`config.mk`:
```
export PLATFORM = sky130hd
export DESIGN_NAME = stun_binding_reply_parser
export DESIGN_NICKNAME = d
export VERILOG_FILES = /design/src/sv/sbrp_pkg.sv /design/src/sv/sbrp_parse.sv /design/src/sv/stun_binding_reply_parser.sv
export SDC_FILE = /design/constraint.sdc
export NUM_CORES = 1
export LEC_CHECK = 0
export BUFFER_PORTS_ARGS = -buffer_cell sky130_fd_sc_hd__buf_4
export CORE_UTILIZATION = 55
export DETAILED_ROUTE_END_ITERATION = 16
export PLACE_DENSITY = 0.73
export REMOVE_ABC_BUFFERS = 1
export SLEW_MARGIN = 20
export SYNTH_ARGS = -nofsm -noshare
export SYNTH_HDL_FRONTEND = slang
export SYNTH_HIERARCHICAL = 1
export SYNTH_SLANG_ARGS = --single-unit
```
`constraint.sdc`:
```
create_clock -name i_clk -period 7.4 [get_ports i_clk]
set_input_delay 1.48 -clock i_clk [delete_from_list [all_inputs] [get_ports i_clk]]
set_output_delay 1.48 -clock i_clk [all_outputs]
set_load 0.01 [all_outputs]
```
`src/sv/sbrp_pkg.sv`:
```
// ----------------------------------------------------------------------------
// sbrp_pkg
// Shared constants, types and helpers for the STUN binding reply parser.
// ----------------------------------------------------------------------------
`default_nettype none

package sbrp_pkg;

    localparam logic [31:0] STUN_COOKIE  = 32'h2112_A442;
    localparam logic [15:0] TYPE_SUCCESS = 16'h0101;
    localparam logic [15:0] TYPE_ERROR   = 16'h0111;
    localparam logic [15:0] ATTR_XMAPPED = 16'h0020;
    localparam logic [15:0] ATTR_ERRCODE = 16'h0009;
    localparam logic [7:0]  FAMILY_V4    = 8'h01;
    localparam logic [16:0] POS_MAX      = 17'h1_FFFF;
    localparam logic [16:0] HDR_BYTES    = 17'd20;

    localparam int unsigned ID_HIGH_W = 32;
    localparam int unsigned ID_LOW_W  = 64;
    localparam int unsigned CFG_W     = 64;
    localparam int unsigned TDATA_W   = 64;
    localparam int unsigned TUSER_W   = 3;

    // Configuration register indexes
    typedef enum logic {
        CFG_ID_HIGH = 1'b0,
        CFG_ID_LOW  = 1'b1
    } t_cfg_index;

    typedef enum logic [1:0] {
        KIND_NOT_STUN = 2'd0,
        KIND_OTHER    = 2'd1,
        KIND_SUCCESS  = 2'd2,
        KIND_ERROR    = 2'd3
    } t_kind;

    // One byte handed to the parse core
    typedef struct packed {
        logic       en;
        logic [7:0] data;
        logic       last;
    } t_byte_in;

    // One result item, fields in output order
    typedef struct packed {
        logic [9:0]  error_code;
        logic [15:0] mapped_port;
        logic [31:0] mapped_address;
        logic        address_valid;
        t_kind       reply_kind;
    } t_result;

    // ERROR-CODE value: class times 100 plus number
    function automatic logic [9:0] err_code(input logic [2:0] cls, input logic [7:0] num);
        logic [9:0] prod;
        prod = 10'(cls) * 10'd100;
        return prod + 10'(num);
    endfunction

endpackage

`default_nettype wire

```
`src/sv/sbrp_parse.sv`:
```
// ----------------------------------------------------------------------------
// sbrp_parse
// Per-message state of the parser: header checks, transaction ID compare and
// the attribute walk, one byte per enable. Builds the result on the last byte.
// ----------------------------------------------------------------------------
`default_nettype none

module sbrp_parse (
    input  wire                                i_clk,
    input  wire                                i_rst_n,
    input  wire  [sbrp_pkg::ID_HIGH_W-1:0]     i_id_high,
    input  wire  [sbrp_pkg::ID_LOW_W-1:0]      i_id_low,
    input  wire  sbrp_pkg::t_byte_in           i_byte,
    output sbrp_pkg::t_result                  o_result
);
    import sbrp_pkg::*;

    logic [16:0] r_pos, n_pos;
    logic        r_hdr_bad, n_hdr_bad;
    logic        r_id_mis, n_id_mis;
    logic [15:0] r_type, n_type;
    logic [15:0] r_decl, n_decl;
    logic [16:0] r_astart, n_astart;
    logic [15:0] r_atype, n_atype;
    logic [15:0] r_alen, n_alen;
    logic        r_stopped, n_stopped;
    logic [63:0] r_vshift, n_vshift;
    logic [48:0] r_found_addr, n_found_addr;
    logic [9:0]  r_found_err, n_found_err;

    logic [7:0]  w_b;
    logic [16:0] w_off;
    logic [16:0] w_q;
    logic [17:0] w_padded;
    logic [17:0] w_attr_end;
    logic [17:0] w_msg_end;
    logic [15:0] w_alen_new;
    logic [63:0] w_vs_new;
    logic [2:0]  w_idx_low;
    logic [1:0]  w_idx_w;
    logic [7:0]  w_cookie_b;
    logic [7:0]  w_idh_b;
    logic [7:0]  w_idl_b;
    t_kind       w_kind;
    logic        w_kept;

    assign w_b        = i_byte.data;
    assign w_idx_w    = ~r_pos[1:0];
    assign w_idx_low  = 3'(5'd19 - r_pos[4:0]);
    assign w_cookie_b = STUN_COOKIE[{w_idx_w, 3'b000} +: 8];
    assign w_idh_b    = i_id_high[{w_idx_w, 3'b000} +: 8];
    assign w_idl_b    = i_id_low[{w_idx_low, 3'b000} +: 8];
    assign w_off      = r_pos - r_astart;
    assign w_q        = w_off - 17'd4;
    assign w_alen_new = {r_alen[15:8], w_b};
    assign w_vs_new   = {r_vshift[55:0], w_b};
    assign w_padded   = (18'(r_alen) + 18'd3) & ~18'd3;
    assign w_attr_end = 18'(r_astart) + 18'd4 + 18'(w_alen_new);
    assign w_msg_end  = 18'(HDR_BYTES) + 18'(r_decl);

    // Update the message state for the current byte
    always_comb begin
        n_pos        = r_pos;
        n_hdr_bad    = r_hdr_bad;
        n_id_mis     = r_id_mis;
        n_type       = r_type;
        n_decl       = r_decl;
        n_astart     = r_astart;
        n_atype      = r_atype;
        n_alen       = r_alen;
        n_stopped    = r_stopped;
        n_vshift     = r_vshift;
        n_found_addr = r_found_addr;
        n_found_err  = r_found_err;

        if (r_pos == 17'd0) begin
            if (w_b[7:6] != 2'b00) n_hdr_bad = 1'b1;
            n_type = {w_b, 8'h00};
        end else if (r_pos == 17'd1) begin
            n_type[7:0] = w_b;
        end else if (r_pos == 17'd2) begin
            n_decl = {w_b, 8'h00};
        end else if (r_pos == 17'd3) begin
            n_decl[7:0] = w_b;
        end else if (r_pos < 17'd8) begin
            if (w_cookie_b != w_b) n_hdr_bad = 1'b1;
        end else if (r_pos < 17'd12) begin
            if (w_idh_b != w_b) n_id_mis = 1'b1;
        end else if (r_pos < HDR_BYTES) begin
            if (w_idl_b != w_b) n_id_mis = 1'b1;
        end else if (!r_stopped && r_pos >= r_astart) begin
            // Attribute walk
            case (w_off)
                17'd0: n_atype = {w_b, 8'h00};
                17'd1: n_atype[7:0] = w_b;
                17'd2: n_alen = {w_b, 8'h00};
                17'd3: begin
                    n_alen   = w_alen_new;
                    n_vshift = 64'd0;
                    if (w_attr_end > w_msg_end) begin
                        n_stopped = 1'b1;
                    end else if (w_alen_new == 16'd0) begin
                        n_astart = r_astart + 17'd4;
                    end
                end
                default: begin
                    if (w_q < 17'(r_alen)) begin
                        n_vshift = w_vs_new;
                        if (w_q == 17'd3 && r_atype == ATTR_ERRCODE && r_alen >= 16'd4) begin
                            n_found_err = err_code(w_vs_new[10:8], w_vs_new[7:0]);
                        end
                        if (w_q == 17'd7 && r_atype == ATTR_XMAPPED && r_alen >= 16'd8 &&
                            w_vs_new[55:48] == FAMILY_V4) begin
                            n_found_addr = {1'b1, w_vs_new[47:32] ^ STUN_COOKIE[31:16],
                                            w_vs_new[31:0] ^ STUN_COOKIE};
                        end
                    end
                    if (18'(w_q) == w_padded - 18'd1) begin
                        n_astart = 17'(18'(r_astart) + 18'd4 + w_padded);
                    end
                end
            endcase
        end

        // Saturating byte count
        if (r_pos != POS_MAX) n_pos = r_pos + 17'd1;
    end

    // Classify the message once the last byte is in
    always_comb begin
        if (n_pos < HDR_BYTES || n_hdr_bad || 18'(n_pos) != 18'(HDR_BYTES) + 18'(n_decl)) begin
            w_kind = KIND_NOT_STUN;
        end else if (n_id_mis || (n_type != TYPE_SUCCESS && n_type != TYPE_ERROR)) begin
            w_kind = KIND_OTHER;
        end else if (n_type == TYPE_SUCCESS) begin
            w_kind = KIND_SUCCESS;
        end else begin
            w_kind = KIND_ERROR;
        end
        w_kept = (w_kind == KIND_SUCCESS) || (w_kind == KIND_ERROR);

        o_result.reply_kind     = w_kind;
        o_result.address_valid  = w_kept ? n_found_addr[48]    : 1'b0;
        o_result.mapped_address = w_kept ? n_found_addr[31:0]  : 32'd0;
        o_result.mapped_port    = w_kept ? n_found_addr[47:32] : 16'd0;
        o_result.error_code     = w_kept ? n_found_err         : 10'd0;
    end

    // Hold state; advance on each byte, clear after the last one
    always_ff @(posedge i_clk) begin
        if (!i_rst_n || (i_byte.en && i_byte.last)) begin
            r_pos        <= 17'd0;
            r_hdr_bad    <= 1'b0;
            r_id_mis     <= 1'b0;
            r_type       <= 16'd0;
            r_decl       <= 16'd0;
            r_astart     <= HDR_BYTES;
            r_atype      <= 16'd0;
            r_alen       <= 16'd0;
            r_stopped    <= 1'b0;
            r_vshift     <= 64'd0;
            r_found_addr <= 49'd0;
            r_found_err  <= 10'd0;
        end else if (i_byte.en) begin
            r_pos        <= n_pos;
            r_hdr_bad    <= n_hdr_bad;
            r_id_mis     <= n_id_mis;
            r_type       <= n_type;
            r_decl       <= n_decl;
            r_astart     <= n_astart;
            r_atype      <= n_atype;
            r_alen       <= n_alen;
            r_stopped    <= n_stopped;
            r_vshift     <= n_vshift;
            r_found_addr <= n_found_addr;
            r_found_err  <= n_found_err;
        end
    end

endmodule

`default_nettype wire

```
`src/sv/stun_binding_reply_parser.sv`:
```
// ----------------------------------------------------------------------------
// stun_binding_reply_parser
// Parses a STUN binding reply byte by byte and reports one result per message.
// ----------------------------------------------------------------------------
// Bytes of one message enter on the slave stream in wire order, tlast on the
// final byte; one result transaction leaves on the master stream per message.
// The block takes one byte per cycle while the input is not stalled: each byte
// passes an input register and the header, ID and attribute-walk logic, and on
// the last byte the result is written to an output register, from which it is
// presented on the master stream. The input side only stalls when a last byte
// meets an output register still held by the downstream side.
// Program the expected transaction ID (index 0: bits 95..64, index 1: bits
// 63..0) while no message is in flight.
`default_nettype none

module stun_binding_reply_parser (
    input  wire                               i_clk,
    input  wire                               i_rst_n,
    // Configuration write port
    input  wire                               i_cfg_we,
    input  wire                               i_cfg_addr,
    input  wire  [sbrp_pkg::CFG_W-1:0]        i_cfg_data,
    // Slave stream: tdata = data_byte[7:0]; tlast = last_byte
    input  wire                               i_s_tvalid,
    output logic                              o_s_tready,
    input  wire  [7:0]                        i_s_tdata,
    input  wire                               i_s_tlast,
    // Master stream: tdata = mapped_address[31:0], mapped_port[47:32],
    // error_code[57:48], zeros above
    output logic                              o_m_tvalid,
    input  wire                               i_m_tready,
    output logic [sbrp_pkg::TDATA_W-1:0]      o_m_tdata,
    // tuser = reply_kind[1:0], address_valid[2]
    output logic [sbrp_pkg::TUSER_W-1:0]      o_m_tuser
);
    import sbrp_pkg::*;

    logic [ID_HIGH_W-1:0] r_id_high;
    logic [ID_LOW_W-1:0]  r_id_low;
    logic                 r_in_valid;
    logic [7:0]           r_in_byte;
    logic                 r_in_last;
    logic                 r_out_valid;
    t_result              r_out;
    logic                 w_fire;
    t_byte_in             w_byte;
    t_result              w_result;

    // Configuration registers
    always_ff @(posedge i_clk) begin
        if (!i_rst_n) begin
            r_id_high <= '0;
            r_id_low  <= '0;
        end else if (i_cfg_we) begin
            case (t_cfg_index'(i_cfg_addr))
                CFG_ID_HIGH: r_id_high <= i_cfg_data[ID_HIGH_W-1:0];
                CFG_ID_LOW:  r_id_low  <= i_cfg_data[ID_LOW_W-1:0];
                default:     r_id_low  <= r_id_low;
            endcase
        end
    end

    // Process the held byte unless its result has nowhere to go
    assign w_fire     = r_in_valid && (!r_in_last || !r_out_valid || i_m_tready);
    assign o_s_tready = !r_in_valid || w_fire;

    // Input register
    always_ff @(posedge i_clk) begin
        if (!i_rst_n) begin
            r_in_valid <= 1'b0;
        end else if (o_s_tready) begin
            r_in_valid <= i_s_tvalid;
        end
    end

    always_ff @(posedge i_clk) begin
        if (o_s_tready && i_s_tvalid) begin
            r_in_byte <= i_s_tdata;
            r_in_last <= i_s_tlast;
        end
    end

    assign w_byte.en   = w_fire;
    assign w_byte.data = r_in_byte;
    assign w_byte.last = r_in_last;

    sbrp_parse u_parse (
        .i_clk     (i_clk),
        .i_rst_n   (i_rst_n),
        .i_id_high (r_id_high),
        .i_id_low  (r_id_low),
        .i_byte    (w_byte),
        .o_result  (w_result)
    );

    // Output register: load on a last byte, drop when the transaction completes
    always_ff @(posedge i_clk) begin
        if (!i_rst_n) begin
            r_out_valid <= 1'b0;
        end else if (w_fire && r_in_last) begin
            r_out_valid <= 1'b1;
        end else if (i_m_tready) begin
            r_out_valid <= 1'b0;
        end
    end

    always_ff @(posedge i_clk) begin
        if (w_fire && r_in_last) begin
            r_out <= w_result;
        end
    end

    assign o_m_tvalid = r_out_valid;
    assign o_m_tdata  = {6'b000000, r_out.error_code, r_out.mapped_port,
                         r_out.mapped_address};
    assign o_m_tuser  = {r_out.address_valid, r_out.reply_kind};

    // Checks
    a_no_out_after_reset: assert property (@(posedge i_clk)
        !i_rst_n |=> !o_m_tvalid)
        else $error("result valid right after reset");

    a_body_never_stalls: assert property (@(posedge i_clk) disable iff (!i_rst_n)
        (r_in_valid && !r_in_last) |-> o_s_tready)
        else $error("input stalled on a byte that gives no result");

    a_rejected_fields_zero: assert property (@(posedge i_clk) disable iff (!i_rst_n)
        (o_m_tvalid && (r_out.reply_kind == KIND_NOT_STUN || r_out.reply_kind == KIND_OTHER))
        |-> (r_out.address_valid == 1'b0 && r_out.mapped_address == 32'd0 &&
             r_out.mapped_port == 16'd0 && r_out.error_code == 10'd0))
        else $error("fields set on a rejected message");

    a_error_code_range: assert property (@(posedge i_clk) disable iff (!i_rst_n)
        o_m_tvalid |-> (r_out.error_code <= 10'd955))
        else $error("error code out of range");

    a_result_loaded_on_last: assert property (@(posedge i_clk) disable iff (!i_rst_n)
        (w_fire && r_in_last) |=> o_m_tvalid)
        else $error("last byte processed without a result");

endmodule

`default_nettype wire
```
Word level (Yosys, flattened, before mapping)
Cells that the tools add are included.

storage, ports and cells
  register bits after elaboration = 376
  bits in latches = 0
  memory bits (writable) = 0
  bits in read-only memories = 0
  input port bits = 79
  memories = 0

cells by class
  add/subtract/negate cells = 13
  multiply operators = 1
  divide/modulo/power cells = 0
  order comparisons = 9
  equal/unequal tests = 24
  shifts and indexed selects = 3
  mux-type cells = 60
  bitwise operators = 13
  reduce and logical (&&, ||, !) cells = 43

operators with widths
  operator                 number
  $mux 49                  11
  $mux 10                  11
  $pmux 48 s2              1
  $eq 17x2->1 const B      5
  $mux 17                  4
  $shiftx 64x7->8          1
  $mux 48                  1
  $mux 8                   6
  $add 5x16->17 const A    2
  $eq 17x1->1 const B      2
  $logic_not 17->1         2
  $lt 17x4->1 const B      2
  $lt 17x5->1 const B      2
  $pmux 17 s2              1
  $reduce_and 11->1        3
  $mux 16                  2
  $ne 16x9->1 const B      2
  $pmux 16 s2              1
  $shiftx 32x6->8          1
  $shiftx 32x6->8 const A  1
  $reduce_and 10->1        3
  $ne 8x8->1               3
  $mux 1                   19
  $add 17x3->18 const B    1
  42 further kinds         79

Logic depth before layout (Yosys ltp)
  word-level depth = 17
  mapped depth = 26

By module
The synthesis kept the hierarchy.

modules (own cells, without submodules)
  module                     times used  cells each  area an instance (µm²)  sequential area each (µm²)
  sbrp_parse                 1           1,988       16,326.9                4,124.0
  stun_binding_reply_parser  1           507         6,084.6                 4,063.9

Least setup slack after synthesis
Ideal clock, no wire load.

  path type = register to register
  from = reg u_parse.r_pos[2]
  to = reg u_parse.r_vshift[27]
  data arrival time = 5.213 ns
  required time = 7.272 ns
  setup slack = 2.059 ns
  cell stages (with the launch flop) = 24
  path buffers = 5
  cell sequence = dfxtp_1 > clkbuf_1 > inv_1 > clkbuf_1 > ha_1 > fa_1 > nand2b_1 > a21oi_2 > o31a_1 > a2bb2oi_1 > nor4bb_1 > nand2_1 > xnor2_1 > inv_1 > ha_1 > o21a_1 > o21ai_0 > o311ai_1 > a211o_1 > clkbuf_1 > buf_4 > buf_4 > mux2i_1 > nor2_1

between the ends
  cells in the longest elaborated chain, start to end = 5
  elaborated cells between the ends (all ways) = 28
  classes of those cells = add/sub (2); order compare (5); eq/ne (6); mux (1); bitwise (8); reduce/logical (6)

ends and longest elaborated chain
  what                                                             line               RTL
  from (decl)                                                      sbrp_parse.sv:18   logic [16:0] r_pos, n_pos;
  from (signal assigned)                                           sbrp_parse.sv:165  r_pos <= n_pos;
  $sub 17x17->17                                                   sbrp_parse.sv:53   assign w_off = r_pos - r_astart;
  $sub 17x3->17 (tied with other cells)                            sbrp_parse.sv:54   assign w_q = w_off - 17'd4;
  $lt 17x16->1 / $reduce_or 3->1 (equally long branches)           --
  $reduce_bool 2->1 (no line) / $not 1->1 (equally long branches)  --
  $reduce_and 11->1 (no line)                                      --
  to (signal assigned)                                             sbrp_parse.sv:174  r_vshift <= n_vshift;
  to (decl)                                                        sbrp_parse.sv:27   logic [63:0] r_vshift, n_vshift;

Several ways; a longest one is shown, not always the timed one.
A chain may end at the register's enable or synchronous reset.

Final worst setup path
  from = reg u_parse.r_pos[2]
  to = reg u_parse.r_vshift[0]

Same word-level chain as after synthesis.

==> out/metrics.cfg <==
[clock_network]
h-tree-depth=2
hold_buffers=0
post_cts.resized_instances=0
insertion_delay_to_the_later_sink_of_the_worst_skew_pair_ps=580
clock_sinks=374
cts_setup_buffers=0
cts.reportedPaths.clkPinSlew_ps=60
cts_buffers=42
cts_tree=built
cts.root.buffer_cell=clkbuf_16
clockBufferDepth=3

[die]
start_util_pct=56.02
dieWidth_um=203.9
floorplan.die_area_mm2=0.04156
core.rowCount=73
boundaryPins=148
design.core.area_mm2=0.04001
die_height_um=203.9

[logic_synthesis]
ys_warn_count=6
mappedNetlistArea_mm2=0.02241
ys_seq_area_share_pct=36.53
postSynthRegisterBits=374
synth_ff_type=dfxtp_1
avgSynthCellArea_um2=8.983
largest_cells_by_area_after_synthesis=dfxtp_1, edfxtp_1, mux2i_1
post_synth_cell_types=95
synthCells=2495
synthDominantCellAreaShare_pct=27.15
synth_edf_count=70
yosys.area.top_type=dfxtp_1
ys_async_sr_fraction_pct=0

[timing]
ratio_of_final_minimum_period_to_clock_period_pct=91.03
max_clock_freq_ghz=0.1484
final_max_slew_viol_count=0
rsz0062_at_grt=no
period_needed_ps=6736
number_of_endpoints_failing_setup_at_the_final_stage=0
finClkSkew_ps=30.18
relative_slew_slack_pct=20.78
hold_viol_final=0
tightestPinTransition_ps=1177
final.setup.tns_ps=0

[detailed_routing]
viasPerCell=5.990
via_count=18640
dr.first_iter.drc_count=1554
post_drt_wl_per_cell_um=19.88
route.final.wire_length_um=61880
drtAntennaViolNets=0
drt_drc_violations_left=0
drt_pass1_iterations=5

[finish]
most-common-layout-cells=nand2_1, nor2_1, dfxtp_1, mux2i_1, buf_4
finish.net_count=2733
drive_above_1_share_pct=14.96
fillerInstances=3404
post-route-util_pct=62.71
antenna_diode_count=0
area_growth_syn_to_layout_pct=11.94
commonest_non_fill_non_tap_cell_in_the_layout=nand2_1

[power]
power.ir.vdd_worst_v=0.0001929
power.static_leakage_nw=9.469
power_density_mw_per_mm2=184.3

[global_routing]
pin_count_of_the_biggest_net_entering_global_routing=190
grtUsageTotal_pct=29.84
grt.overflow.total=0
grt_pass1_vias=18000
number_of_antenna_violations_at_the_first_check_in_global_routing=0
grt_pass1_wl_um=98440

[placement]
place.detailed.hpwl_um=43420
place.port_buffers=141
place_congestion=1.007

[critical_path]
criticalPathCategory=flip-flop to flip-flop
startpoint_type=flip-flop
setup.worst_path.end_class=flip-flop
cp_max_fo=48
worst-endpoint-required_ps=7830
worstPathArrival_ps=7160

[worst_hold_path]
hp-class=flip-flop to flip-flop

[run_status]
outcome=finished clean

[run]
cap_violations=0

[stage by stage]
| stage | cells | total power, mW | hold slack [ps] | cell area (um^2) | worst slack (ps) |
|---|---|---|---|---|---|
| 3_3_place_gp | 3034 | 2.536 | 434.3 | 23640 | 1035 |
| 5_1_grt | 3112 | 4.768 | 471.6 | 25090 | 346.3 |
| 6_report | 3112 | 4.622 | 449.3 | 25090 | 663.7 |
| 4_1_cts | 3112 | 4.658 | 451.3 | 25070 | 780.6 |
| 2_1_floorplan | 2340 | 2.393 | 426.4 | 21610 | -4115 |
| 3_5_place_dp | 3034 | 2.545 | 442.4 | 23640 | 822.1 |
[Yosys cell counts, drive strengths merged (6+ instances only)]
library cell  number
a2111oi            8
a211oi            56
a21boi           104
a21o              18
a21oi             79
a22oi             13
a311oi             6
a31oi             16
and2              60
and3              26
and4               9
buf               77
clkbuf            83
dfxtp            304
edfxtp            70
ha                97
inv               69
mux2i            171
mux4              24
nand2            328
nand2b            15
nand3             53
nand4             25
nor2             321
nor2b             16
nor3              46
nor4              27
o2111ai            7
o211ai            10
o21a              10
o21ai             46
o22ai              6
o31ai             14
or2               15
or3               14
or4                8
xnor2            116
xnor3              6
xor2              51
[sequential cells by signal (all words and copies together), names as in the netlist, 3 cells and up]
name and cells:
r_id_high 32, u_parse/r_astart 15, u_parse/r_vshift 48, r_id_low 64, u_parse/r_found_err 10, u_parse/r_alen 16
u_parse/r_atype 16, u_parse/r_pos 17, u_parse/r_type 16, o_m_tuser 3, u_parse/r_decl 16, u_parse/r_found_addr 49
r_in_byte 8, o_m_tdata 58
[cell families (layout without fill, tap and decap cells)]
group | count (synthesis) | count (layout) | share of synthesized area [%]
AND/OR/NAND/NOR | 982 | 982 | 20.18
XOR/XNOR | 173 | 173 | 7.196
flip-flops | 374 | 374 | 36.53
buffers and inverters | 233 | 320 | 4.879
other | 1 | 6 | 0.01673
adder cells (fa/ha/maj) | 101 | 101 | 5.773
AO/OA/AOI/OAI | 432 | 432 | 15.15
multiplexers | 199 | 199 | 10.27
[power breakdown]
group / total, mW / switching (mW) / internal [mW]
logic: 0.359 / 0.211 / 0.148
registers: 2.15 / 0.0303 / 2.12
clock network: 2.12 / 0.871 / 1.25
[worst max-delay path: stages (launching register included)]
cell and delay, ps:
dfxtp_1 510, inv_1 460, ha_1 410, fa_1 410, nand2b_1 200, a21oi_2 280, o31a_1 180, a2bb2oi_1 400
nor4bb_1 720, nand2_1 150, xnor2_1 330, inv_1 80, ha_1 300, o21a_1 110, o21ai_0 110, o311ai_1 990
a211o_2 300, buf_12 300, mux2i_1 250, nor2_1 60
[final timing paths]
| check | depth (start not counted) | slack, ps | start | endpoint |
|---|---|---|---|---|
| max | 19 | 660 | u_parse/r_pos[2] | u_parse/r_vshift[0] |
| min | 2 | 450 | r_id_high[8] | r_id_high[8] |
| max reg2reg | 19 | 660 | u_parse/r_pos[2] | u_parse/r_vshift[0] |
| min reg2reg | 2 | 450 | r_id_high[8] | r_id_high[8] |
[routing by layer]
layer | up-vias | part of all wire [%] | GRT usage (%)
li1 | 8861 | - | -
met1 | 9004 | 45 | 40.89
met2 | 647 | 45 | 47.50
met3 | 128 | 6.4 | 4.672
met4 | 0 | 3.3 | 10.79
met5 | - | 0 | 0
[layout make-up]
class | instances | area (um^2) | share of cell area [%]
Tap cell | 525 | 656.9 | 2.618
Inverter | 73 | 274.0 | 1.092
Multi-Input combinational cell | 1893 | 13210 | 52.65
Timing Repair Buffer | 169 | 1331 | 5.307
Clock inverter | 13 | 138.9 | 0.5536
Clock buffer | 65 | 1289 | 5.137
Sequential cell | 374 | 8189 | 32.64
Note: power is estimated with default switching activity, not from simulation.
